`src/hw/rtl/xs_pkg.sv`:
```
// Package for the XMODEM sender: protocol bytes, command codes and the
// command and status bundles that join the controller and the datapath.
// No dependencies.
package xs_pkg;

	localparam int unsigned MEM_DEPTH_DEF = 65536;
	localparam int unsigned PACKET_BYTES  = 128;
	localparam int unsigned SIZE_W        = 17;
	localparam logic [SIZE_W-1:0] MAX_SIZE = 17'h10000;

	localparam logic [7:0] C_SOH = 8'h01;
	localparam logic [7:0] C_EOT = 8'h04;
	localparam logic [7:0] C_ACK = 8'h06;
	localparam logic [7:0] C_NAK = 8'h15;
	localparam logic [7:0] C_CAN = 8'h18;
	localparam logic [7:0] C_CRC = 8'h43;
	localparam logic [7:0] C_PAD = 8'h1A;

	localparam logic [1:0] CMD_LOAD    = 2'd0;
	localparam logic [1:0] CMD_RX      = 2'd1;
	localparam logic [1:0] CMD_TIMEOUT = 2'd2;

	localparam logic [1:0] PH_XFER   = 2'd0;
	localparam logic [1:0] PH_EOTACK = 2'd1;
	localparam logic [1:0] PH_DONE   = 2'd2;
	localparam logic [1:0] PH_CANCEL = 2'd3;

	localparam logic [2:0] SEL_SOH    = 3'd0;
	localparam logic [2:0] SEL_BN     = 3'd1;
	localparam logic [2:0] SEL_BNC    = 3'd2;
	localparam logic [2:0] SEL_DATA   = 3'd3;
	localparam logic [2:0] SEL_CHK_HI = 3'd4;
	localparam logic [2:0] SEL_CHK_LO = 3'd5;
	localparam logic [2:0] SEL_EOT    = 3'd6;
	localparam logic [2:0] SEL_NAK    = 3'd7;

	typedef struct packed {
		logic       wr;
		logic       sess_rst;
		logic       start;
		logic       start_crc;
		logic       set_phase;
		logic [1:0] phase_val;
		logic       advance;
		logic       push;
		logic [2:0] sel;
		logic       final_beat;
		logic       empty;
		logic       chk_clr;
		logic       rd_first;
		logic       data_step;
		logic       save;
		logic       resend;
	} dp_cmd_t;

	typedef struct packed {
		logic       started;
		logic       crc_mode;
		logic [1:0] phase;
		logic       rem_zero;
		logic       i_last;
		logic       push_ok;
	} dp_stat_t;

	function automatic logic [15:0] crc_step(input logic [15:0] crc, input logic [7:0] b);
		logic [15:0] c;
		c = crc ^ {b, 8'h00};
		for (int k = 0; k < 8; k++) begin
			if (c[15]) begin
				c = {c[14:0], 1'b0} ^ 16'h1021;
			end else begin
				c = {c[14:0], 1'b0};
			end
		end
		return c;
	endfunction

endpackage

```
`src/hw/rtl/xs_ctrl.sv`:
```
// Controller of the XMODEM sender: decides the reply to each input beat and
// sequences the bytes of a reply. Depends on xs_pkg.
module xs_ctrl import xs_pkg::*; (
	input  logic       clk,
	input  logic       arst_n,
	input  logic       in_valid,
	output logic       in_ready,
	input  logic [1:0] in_cmd,
	input  logic [15:0] in_address,
	input  logic [7:0] in_byte,
	input  dp_stat_t   stat,
	output dp_cmd_t    cmd
);

	localparam logic [2:0] S_IDLE  = 3'd0;
	localparam logic [2:0] S_NEXT  = 3'd1;
	localparam logic [2:0] S_HDR   = 3'd2;
	localparam logic [2:0] S_DATA  = 3'd3;
	localparam logic [2:0] S_CHK   = 3'd4;
	localparam logic [2:0] S_ONE   = 3'd5;
	localparam logic [2:0] S_EMPTY = 3'd6;

	logic [2:0] state_q, state_d;
	logic [1:0] idx_q, idx_d;
	logic       resend_q, resend_d;
	logic [2:0] sel_q, sel_d;
	logic [7:0] rx;

	assign in_ready = (state_q == S_IDLE);
	assign rx = (in_cmd == CMD_RX) ? in_byte : 8'h00;

	always_comb begin
		state_d  = state_q;
		idx_d    = idx_q;
		resend_d = resend_q;
		sel_d    = sel_q;
		cmd      = '0;
		cmd.resend = resend_q;
		case (state_q)
			S_IDLE: begin
				if (in_valid) begin
					if (in_cmd == CMD_LOAD) begin
						cmd.wr = 1'b1;
						cmd.sess_rst = (in_address == 16'h0000);
					end else if (in_cmd == CMD_RX || in_cmd == CMD_TIMEOUT) begin
						if (stat.phase == PH_DONE || stat.phase == PH_CANCEL) begin
							state_d = S_EMPTY;
						end else if (stat.phase == PH_EOTACK) begin
							if (rx == C_ACK) begin
								cmd.set_phase = 1'b1;
								cmd.phase_val = PH_DONE;
								state_d = S_EMPTY;
							end else begin
								sel_d = SEL_EOT;
								state_d = S_ONE;
							end
						end else begin
							case (rx)
								C_CRC: begin
									if (stat.started) begin
										sel_d = SEL_NAK;
										state_d = S_ONE;
									end else begin
										cmd.start = 1'b1;
										cmd.start_crc = 1'b1;
										state_d = S_NEXT;
									end
								end
								C_ACK: begin
									if (stat.started) begin
										state_d = S_NEXT;
									end else begin
										sel_d = SEL_NAK;
										state_d = S_ONE;
									end
								end
								C_NAK: begin
									if (stat.started) begin
										resend_d = 1'b1;
										idx_d = 2'd0;
										state_d = S_HDR;
									end else begin
										cmd.start = 1'b1;
										state_d = S_NEXT;
									end
								end
								C_CAN: begin
									cmd.set_phase = 1'b1;
									cmd.phase_val = PH_CANCEL;
									state_d = S_EMPTY;
								end
								default: begin
									if (stat.started) begin
										resend_d = 1'b1;
										idx_d = 2'd0;
										state_d = S_HDR;
									end else begin
										state_d = S_EMPTY;
									end
								end
							endcase
						end
					end
				end
			end
			S_NEXT: begin
				if (stat.rem_zero) begin
					cmd.set_phase = 1'b1;
					cmd.phase_val = PH_EOTACK;
					sel_d = SEL_EOT;
					state_d = S_ONE;
				end else begin
					cmd.advance = 1'b1;
					resend_d = 1'b0;
					idx_d = 2'd0;
					state_d = S_HDR;
				end
			end
			S_HDR: begin
				if (stat.push_ok) begin
					cmd.push = 1'b1;
					case (idx_q)
						2'd0: begin
							cmd.sel = SEL_SOH;
							cmd.chk_clr = 1'b1;
						end
						2'd1: cmd.sel = SEL_BN;
						default: cmd.sel = SEL_BNC;
					endcase
					if (idx_q == 2'd2) begin
						cmd.rd_first = 1'b1;
						state_d = S_DATA;
					end else begin
						idx_d = idx_q + 2'd1;
					end
				end
			end
			S_DATA: begin
				if (stat.push_ok) begin
					cmd.push = 1'b1;
					cmd.sel = SEL_DATA;
					cmd.data_step = 1'b1;
					if (stat.i_last) begin
						idx_d = 2'd0;
						state_d = S_CHK;
					end
				end
			end
			S_CHK: begin
				if (stat.push_ok) begin
					cmd.push = 1'b1;
					if (stat.crc_mode && idx_q == 2'd0) begin
						cmd.sel = SEL_CHK_HI;
						idx_d = 2'd1;
					end else begin
						cmd.sel = SEL_CHK_LO;
						cmd.final_beat = 1'b1;
						cmd.save = !resend_q;
						state_d = S_IDLE;
					end
				end
			end
			S_ONE: begin
				if (stat.push_ok) begin
					cmd.push = 1'b1;
					cmd.sel = sel_q;
					cmd.final_beat = 1'b1;
					state_d = S_IDLE;
				end
			end
			S_EMPTY: begin
				if (stat.push_ok) begin
					cmd.push = 1'b1;
					cmd.empty = 1'b1;
					cmd.final_beat = 1'b1;
					state_d = S_IDLE;
				end
			end
			default: state_d = S_IDLE;
		endcase
	end

	always_ff @(posedge clk or negedge arst_n) begin
		if (!arst_n) begin
			state_q  <= S_IDLE;
			idx_q    <= 2'd0;
			resend_q <= 1'b0;
			sel_q    <= SEL_EOT;
		end else begin
			state_q  <= state_d;
			idx_q    <= idx_d;
			resend_q <= resend_d;
			sel_q    <= sel_d;
		end
	end

endmodule

```
`config.mk`:
```
export PLATFORM = sky130hd
export DESIGN_NAME = xs_ctrl
export DESIGN_NICKNAME = d
export VERILOG_FILES = /design/src/hw/rtl/xs_pkg.sv /design/src/hw/rtl/xs_ctrl.sv
export SDC_FILE = /design/constraint.sdc
export NUM_CORES = 1
export LEC_CHECK = 0
export ABC_AREA = 1
export BUFFER_PORTS_ARGS = -buffer_cell sky130_fd_sc_hd__clkbuf_2
export CAP_MARGIN = 20
export CORE_ASPECT_RATIO = 1.75
export CORE_MARGIN = 8
export CORE_UTILIZATION = 46
export CTS_CLUSTER_DIAMETER = 150
export CTS_CLUSTER_SIZE = 8
export DETAILED_ROUTE_END_ITERATION = 16
export PLACE_DENSITY_LB_ADDON = 0.15
export REMOVE_ABC_BUFFERS = 1
export SLEW_MARGIN = 30
export SYNTH_ARGS = -nofsm -noshare
export SYNTH_HDL_FRONTEND = slang
export SYNTH_SLANG_ARGS = --single-unit
```
`constraint.sdc`:
```
create_clock -name clk -period 2.1 [get_ports clk]
set_clock_uncertainty 0.1 [all_clocks]
set_input_delay 0.42 -clock clk [delete_from_list [all_inputs] [get_ports clk]]
set_output_delay 0.42 -clock clk [all_outputs]
set_load 0.005 [all_outputs]
```
# After elaboration in Yosys (flattened, before gate mapping)
# Index checks and enable logic that the tools add are counted.
# word_totals
romBits	0
ram_bits	0
register_bits	9
latch_bits	0
out_inout_bits	20
input_bits	36
mem_count	0
# op_classes
shifts	0
n_div	0
n_reduce_logical	16
addsub	1
eq_ne	39
mux	95
n_mul	0
magnitude_cmp	0
bitwise_logic	0
# ops
op	n
$mux W3	29
$mux W2	22
$ne A2 B2 Y1 const B	15
$mux W5	5
$pmux W3 S4	2
$mux W1	22
$reduce_and A10 Y1	2
$pmux W3 S2	3
$pmux W3 S6	1
$eq A8 B5 Y1 const B	2
$logic_not A16 Y1	1
$reduce_and A15 Y1	1
$mux W4	3
$pmux W2 S5	1
$eq A3 B3 Y1 const B	3
$reduce_and A9 Y1	1
$eq A2 B2 Y1 const B	4
$eq A8 B3 Y1 const B	1
$eq A8 B7 Y1 const B	1
$mux W8	1
$mux W7	1
$eq A2 B1 Y1 const B	3
$eq A3 B2 Y1 const B	2
$ne A2 B1 Y1 const B	3
18 further kinds	22

# Logic depth before layout (Yosys ltp)
# Gate-level depths: netlist of run 1.
# depth
word_depth	11
mapped_depth	15
ltp_nobuf	14

# Worst setup path after synthesis of run 1
# Ideal clock, no wire load.
# synth_timing
kind	input-to-output
startpoint	input in_cmd[1]
endpoint	output cmd[16] (netlist bit)
arrival_time_ns	1.364
n_path_buf	1
required_ns	1.580
path_stages	9
slack_ns	0.216
path_cell_list	inv_1 -> ha_1 -> buf_4 -> nand2_1 -> inv_2 -> nand2_1 -> nor2_2 -> nand2_1 -> a21oi_1
# synth_lines
item	line_no	rtl
start, declared	xs_ctrl.sv:8	input logic [1:0] in_cmd,
end, declared	xs_ctrl.sv:12	output dp_cmd_t cmd

==> results.yml, run 1 <==
finish:
  multi_input_area_um2: 853
  fin_cells: 297
  drive_above_1_share: 0.419
  fillCellCount: 211
  area_growth_pct: 51.1
  diodes: 0
  register_area_um2: 176
  final_nets: 314
setup_path:
  cp_max_fo: 4
  reg2reg_depth: 9
  startpoint_type: "primary input"
  cp.arrival_ns: 1.56
  end_kind: "output port"
  required_ns: 1.58
  r2r-start: "idx_q[0]"
  startpoint: "in_cmd[0]"
  criticalPathCategory: "in -> out"
power_and_ir_drop:
  p_sw_frac: 0.490
  p_comb_frac: 0.708
  intPower_uw: 799
  ir_drop_uv: 374
  powerDensity_nw_per_um2: 938
  p_total_uw: 1570
  p_sw_uw: 767
  seqPwrFrac: 0.173
  leakagePower_uw: 0.000934
  clkPwrFrac: 0.120
drt:
  num_vias: 1566
  wire_per_inst_um: 13.5
  final_antenna_net_count: 0
  routed_wl_um: 4020
  drc: 0
  drtIter0Drc: 65
  first_pass_iters: 4
  via_per_inst: 5.27
floorplan:
  die_area_um2: 4290
  die_y_um: 80.8
  core_area_um2: 2270
  die_x_um: 53.0
  initial_utilization: 0.486
  ioPinCount: 56
  row_count: 23
run_status:
  status: "finished, final reports clean"
global_routing:
  grt_pass1_wl_um: 6220
  grt_use_total: 0.184
  grt_overflow: 0
  antenna_found_initial: 0
  grt_max_degree: 10
  grt_pass1_vias: 1557
synthesis:
  synth_edf_count: 0
  synth.area.top_cells: "nand2_1, dfrtp_1, nor2_1, nand3_1, inv_1"
  synth_cell_type_count: 30
  ys_seq_area_frac: 0.159
  yosysMostFrequentCell: "nand2_1"
  netlist_top_cells_count: "nand2_1, nor2_1, inv_1, nand3_1, dfrtp_1"
  synth_async_sr_flop_share: 1.00
  syn_area_um2: 1100
  post_synth.cell_area_avg_um2: 5.67
  synth_top_area_frac: 0.170
  synthCells: 195
  ys_seq_elements: 7
  synth-main-ff-cell: "dfrtp_1"
  synth_top_area_cell: "nand2_1"
  ys_warn_count: 0
hold_path:
  min_path_type: "in -> reg"
  min_path_cells: 3
  hp-start: "stat[2]"
sta:
  setup_viol: 0
  worst_pin_slew_ns: 0.297
  fmax_mhz: 482
  final.period_utilization: 0.988
  period_needed_ns: 2.08
  rsz0062_at_grt: "true"
  max_slew_margin: 0.801
  drv_slew: 0
  finalHoldViolCount: 0
clock_tree:
  cts_max_path_buffers: 2
  numCtsBuffers: 3
  clock-sinks: 7
  clk_latency_ns: 0.23
  root_buffer: "clkbuf_8"
  cts_tree: "done"
  cts.clk_slew.worst_paths_ns: 0.04
  htreeDepth: 1
place:
  place.gp.congestion: 0.826
  placed_cells: 280
  dpl.hpwl_um: 3200
  port_buffers: 55
run:
  max_cap_violations: 0
final cells by class:
type,instances,share of cell area
clock buffer,4,0.0270
inverter,33,0.0765
multi-input combinational,152,0.511
sequential,7,0.106
tap,25,0.0187
timing repair buffer,76,0.261
final timing paths:
kind                       slack [ns]          to
min in group asynchronous        0.46    resend_q
max in group asynchronous        1.26  state_q[2]
max                              0.02     cmd[14]
min                              0.44    resend_q
max reg2reg                      0.35  state_q[2]
min reg2reg                      0.45    idx_q[1]
stage by stage:
stage | area [um^2] | TNS, ns | hold slack (ns) | setup slack (ns) | util
4_1_cts | 1540 | 0 | 0.423 | 0.00184 | 0.676
2_1_floorplan | 1080 | 0 | 0.0244 | 0.185 | -
5_1_grt | 1670 | -0.206 | 0.489 | -0.0601 | 0.734
3_5_place_dp | 1450 | -0.249 | 0.158 | -0.0671 | 0.637
6_report | 1670 | 0 | 0.438 | 0.0248 | 0.734
3_3_place_gp | 1450 | -0.0973 | 0.158 | -0.0396 | 0.637
registers in the layout, summed over array words and instances, names as in the netlist:
name and cells:
sel_q 1, resend_q 1, idx_q 2, state_q 3
timing repair:
action | CTS | global route
hold buffers | 1 | 0
pin swaps | 2 | 9
setup endpoints to repair | 9 | 10
setup buffers | 3 | 9
hold endpoints to repair | 7 | 0
gates resized for setup | 3 | 17
kinds of logic (layout without fill, tap and decap cells):
group,Yosys count,in the layout,share of synthesized area
DFF,7,7,0.159
adders and majority gates,5,5,0.0566
buffers and inverters,36,113,0.134
and+or+nand+nor,125,125,0.524
AOI/OAI and AO/OA,22,22,0.127
critical path: stages:
cell,delay [ns]
clkbuf_2,0.11
inv_1,0.07
ha_4,0.28
nand3_4,0.07
nor3_4,0.23
nand4_1,0.16
nand3_1,0.11
buf_2,0.11
power groups by stage:
stage | Clock [uW] | Sequential [uW] | Combinational (uW)
4_1_cts | 190 | 271 | 928
3_3_place_gp | 0 | 269 | 875
2_1_floorplan | 0 | 255 | 587
3_5_place_dp | 0 | 270 | 884
6_report | 187 | 270 | 1110
5_1_grt | 206 | 275 | 1230
cells in the final DEF, fill, tap and decap left out, drive strengths merged, types with 4 or more instances in the layout:
| master | n |
|---|---|
| ha | 5 |
| a21oi | 6 |
| clkbuf | 57 |
| nand2 | 54 |
| nand4 | 4 |
| dfrtp | 7 |
| nor3 | 5 |
| buf | 22 |
| o21ai | 10 |
| nand3 | 19 |
| nor4 | 4 |
| nor2 | 37 |
| inv | 31 |
metal layers:
metal / global-route usage / up-vias / wire [um]
met2: 0.346 / 55 / 2320
met5: 0 / - / 0
li1: - / 787 / -
met3: 0.0329 / 24 / 194
met1: 0.162 / 700 / 1280
met4: 0.135 / 0 / 218
(Power assumes the default switching activity.)
==> run 2: changes to the inputs <==
--- a/config.mk
+++ b/config.mk
@@ -11,5 +11,5 @@
 export CORE_ASPECT_RATIO = 1.75
 export CORE_MARGIN = 8
-export CORE_UTILIZATION = 46
+export CORE_UTILIZATION = 41
 export CTS_CLUSTER_DIAMETER = 150
 export CTS_CLUSTER_SIZE = 8
==> constraint.sdc (replaced) <==
create_clock -name clk -period 2.1 [get_ports clk]
set_clock_uncertainty 0.1 [all_clocks]
set_input_delay 0.105 -clock clk [delete_from_list [all_inputs] [get_ports clk]]
set_output_delay 0.105 -clock clk [all_outputs]
set_load 0.005 [all_outputs]
==> results.yml, run 2 (synthesis gave the netlist of run 1 again) <==
sta:
  setup_viol: 0
  rsz0062_at_grt: "false"
  period_needed_ns: 1.99
  final.period_utilization: 0.945
  fmax_mhz: 504
  setup_tns_ns: 0
  worst_pin_slew_ns: 0.351
  finalHoldViolCount: 0
  max_slew_margin: 0.766
  whs_ns: 0.0989
  drv_slew: 0
  layout_setup_ws_ns: 0.115
floorplan:
  core_area_um2: 2630
  die_x_um: 55.2
  die_area_um2: 4680
  ioPinCount: 56
  row_count: 25
  initial_utilization: 0.420
  die_y_um: 84.7
setup_path:
  worstReg2RegEnd: "idx_q[0]"
  cp_max_fo: 6
  startpoint_type: "register"
  endpoint: "cmd[14]"
  criticalPathCategory: "reg -> out"
  cp.arrival_ns: 1.78
  reg2reg_depth: 9
  end_kind: "output port"
  r2r_setup_slack_ns: 0.36
  r2r-start: "state_q[2]"
  startpoint: "state_q[1]"
  required_ns: 1.89
power_and_ir_drop:
  leakagePower_uw: 0.000829
  ir_drop_uv: 287
  powerDensity_nw_per_um2: 899
place:
  placed_cells: 274
  port_buffers: 55
  dpl.hpwl_um: 3270
  post-place-ws_ns: 0.348
  place.gp.congestion: 0.909
global_routing:
  grt_max_degree: 10
  antenna_found_initial: 0
  grt_pass1_wl_um: 6020
  grt_overflow: 0
  grt_pass1_vias: 1424
  grt_use_total: 0.151
finish:
  fin_cells: 279
  diodes: 0
  area_growth_pct: 31.5
  final_nets: 294
  reg.largest.list: "state_q: 3 flops, idx_q: 2 flops"
  final_cell_mix: "clkbuf_2, nand2_1, nor2_1, inv_1, nand3_1"
  regMostFlops: "state_q"
  drive_above_1_share: 0.325
  layout_commonest_cell: "clkbuf_2"
  largest_reg_flops: 3
drt:
  via_per_inst: 5.08
  routed_wl_um: 3660
  first_pass_iters: 4
  drc: 0
  drtIter0Drc: 58
  wire_per_inst_um: 13.1
  num_vias: 1416
  final_antenna_net_count: 0
clock_tree:
  cts.clk_slew.worst_paths_ns: 0.04
  root_buffer: "clkbuf_8"
  numCtsBuffers: 3
  clock-sinks: 7
  cts_tree: "done"
  clk_latency_ns: 0.23
  cts_max_path_buffers: 2
  htreeDepth: 1
run_status:
  status: "finished, final reports clean"
run:
  max_cap_violations: 0
hold_path:
  min_path_type: "in -> reg"
==> run 2: cell count changes in the layout (fill, tap and decap cells not counted), sizes merged <==
| cell | before | now |
|---|---|---|
| clkbuf | 57 | 59 |
| buf | 22 | 0 |
==> run 2: worst min path at each step <==
stage / end / cells after the start / start
6_report: resend_q / 3 / stat[2]
5_1_grt: resend_q / 3 / stat[2]
2_1_floorplan: idx_q[0] / 0 / arst_n
4_1_cts: resend_q / 3 / stat[2]
3_5_place_dp: idx_q[0] / 1 / arst_n
3_3_place_gp: idx_q[0] / 1 / arst_n
==> run 2: through the flow <==
| stage | area [um^2] | power (uW) | utilization |
|---|---|---|---|
| after floorplan | 1080 | 842 | - |
| after global placement | 1390 | 1110 | 0.530 |
| after detailed placement | 1390 | 1110 | 0.530 |
| after CTS | 1450 | 1320 | 0.550 |
| after global routing | 1450 | 1430 | 0.553 |
| final | 1450 | 1310 | 0.553 |
==> run 2: area by class of cell <==
type | instances | area, um^2
inverter | 33 | 125
fill | 307 | 1170
timing repair buffer | 56 | 285
sequential | 7 | 175
clock buffer | 4 | 45.0
tap | 27 | 33.8
multi-input combinational | 152 | 788
==> run 2: what timing repair did <==
item | CTS | global route
setup buffers | 0 | 0
hold buffers | 1 | 0
resized for setup | 0 | 1
endpoints found under the setup margin | 0 | 1
endpoints found under the hold margin | 7 | 0
==> run 2: power by group <==
group          internal [uW]  switching (uW)
Clock                    132            63.3
Combinational            306             528
Sequential               194            82.3
Total                    632             674
==> run 2: worst max-delay path: stages, from the launching register on <==
cell and delay (ns):
dfrtp_1 0.45, inv_2 0.15, nand2_4 0.09, nor2_4 0.18, inv_2 0.10, nor3_4 0.20
nand4_1 0.17, nand3_1 0.10, clkbuf_2 0.11
==> run 2: per-layer routing <==
metal | part of all wire | global-route usage
met4 | 0.026 | 0.0653
met5 | 0 | 0
met3 | 0.043 | 0.0302
met2 | 0.59 | 0.317
met1 | 0.34 | 0.125
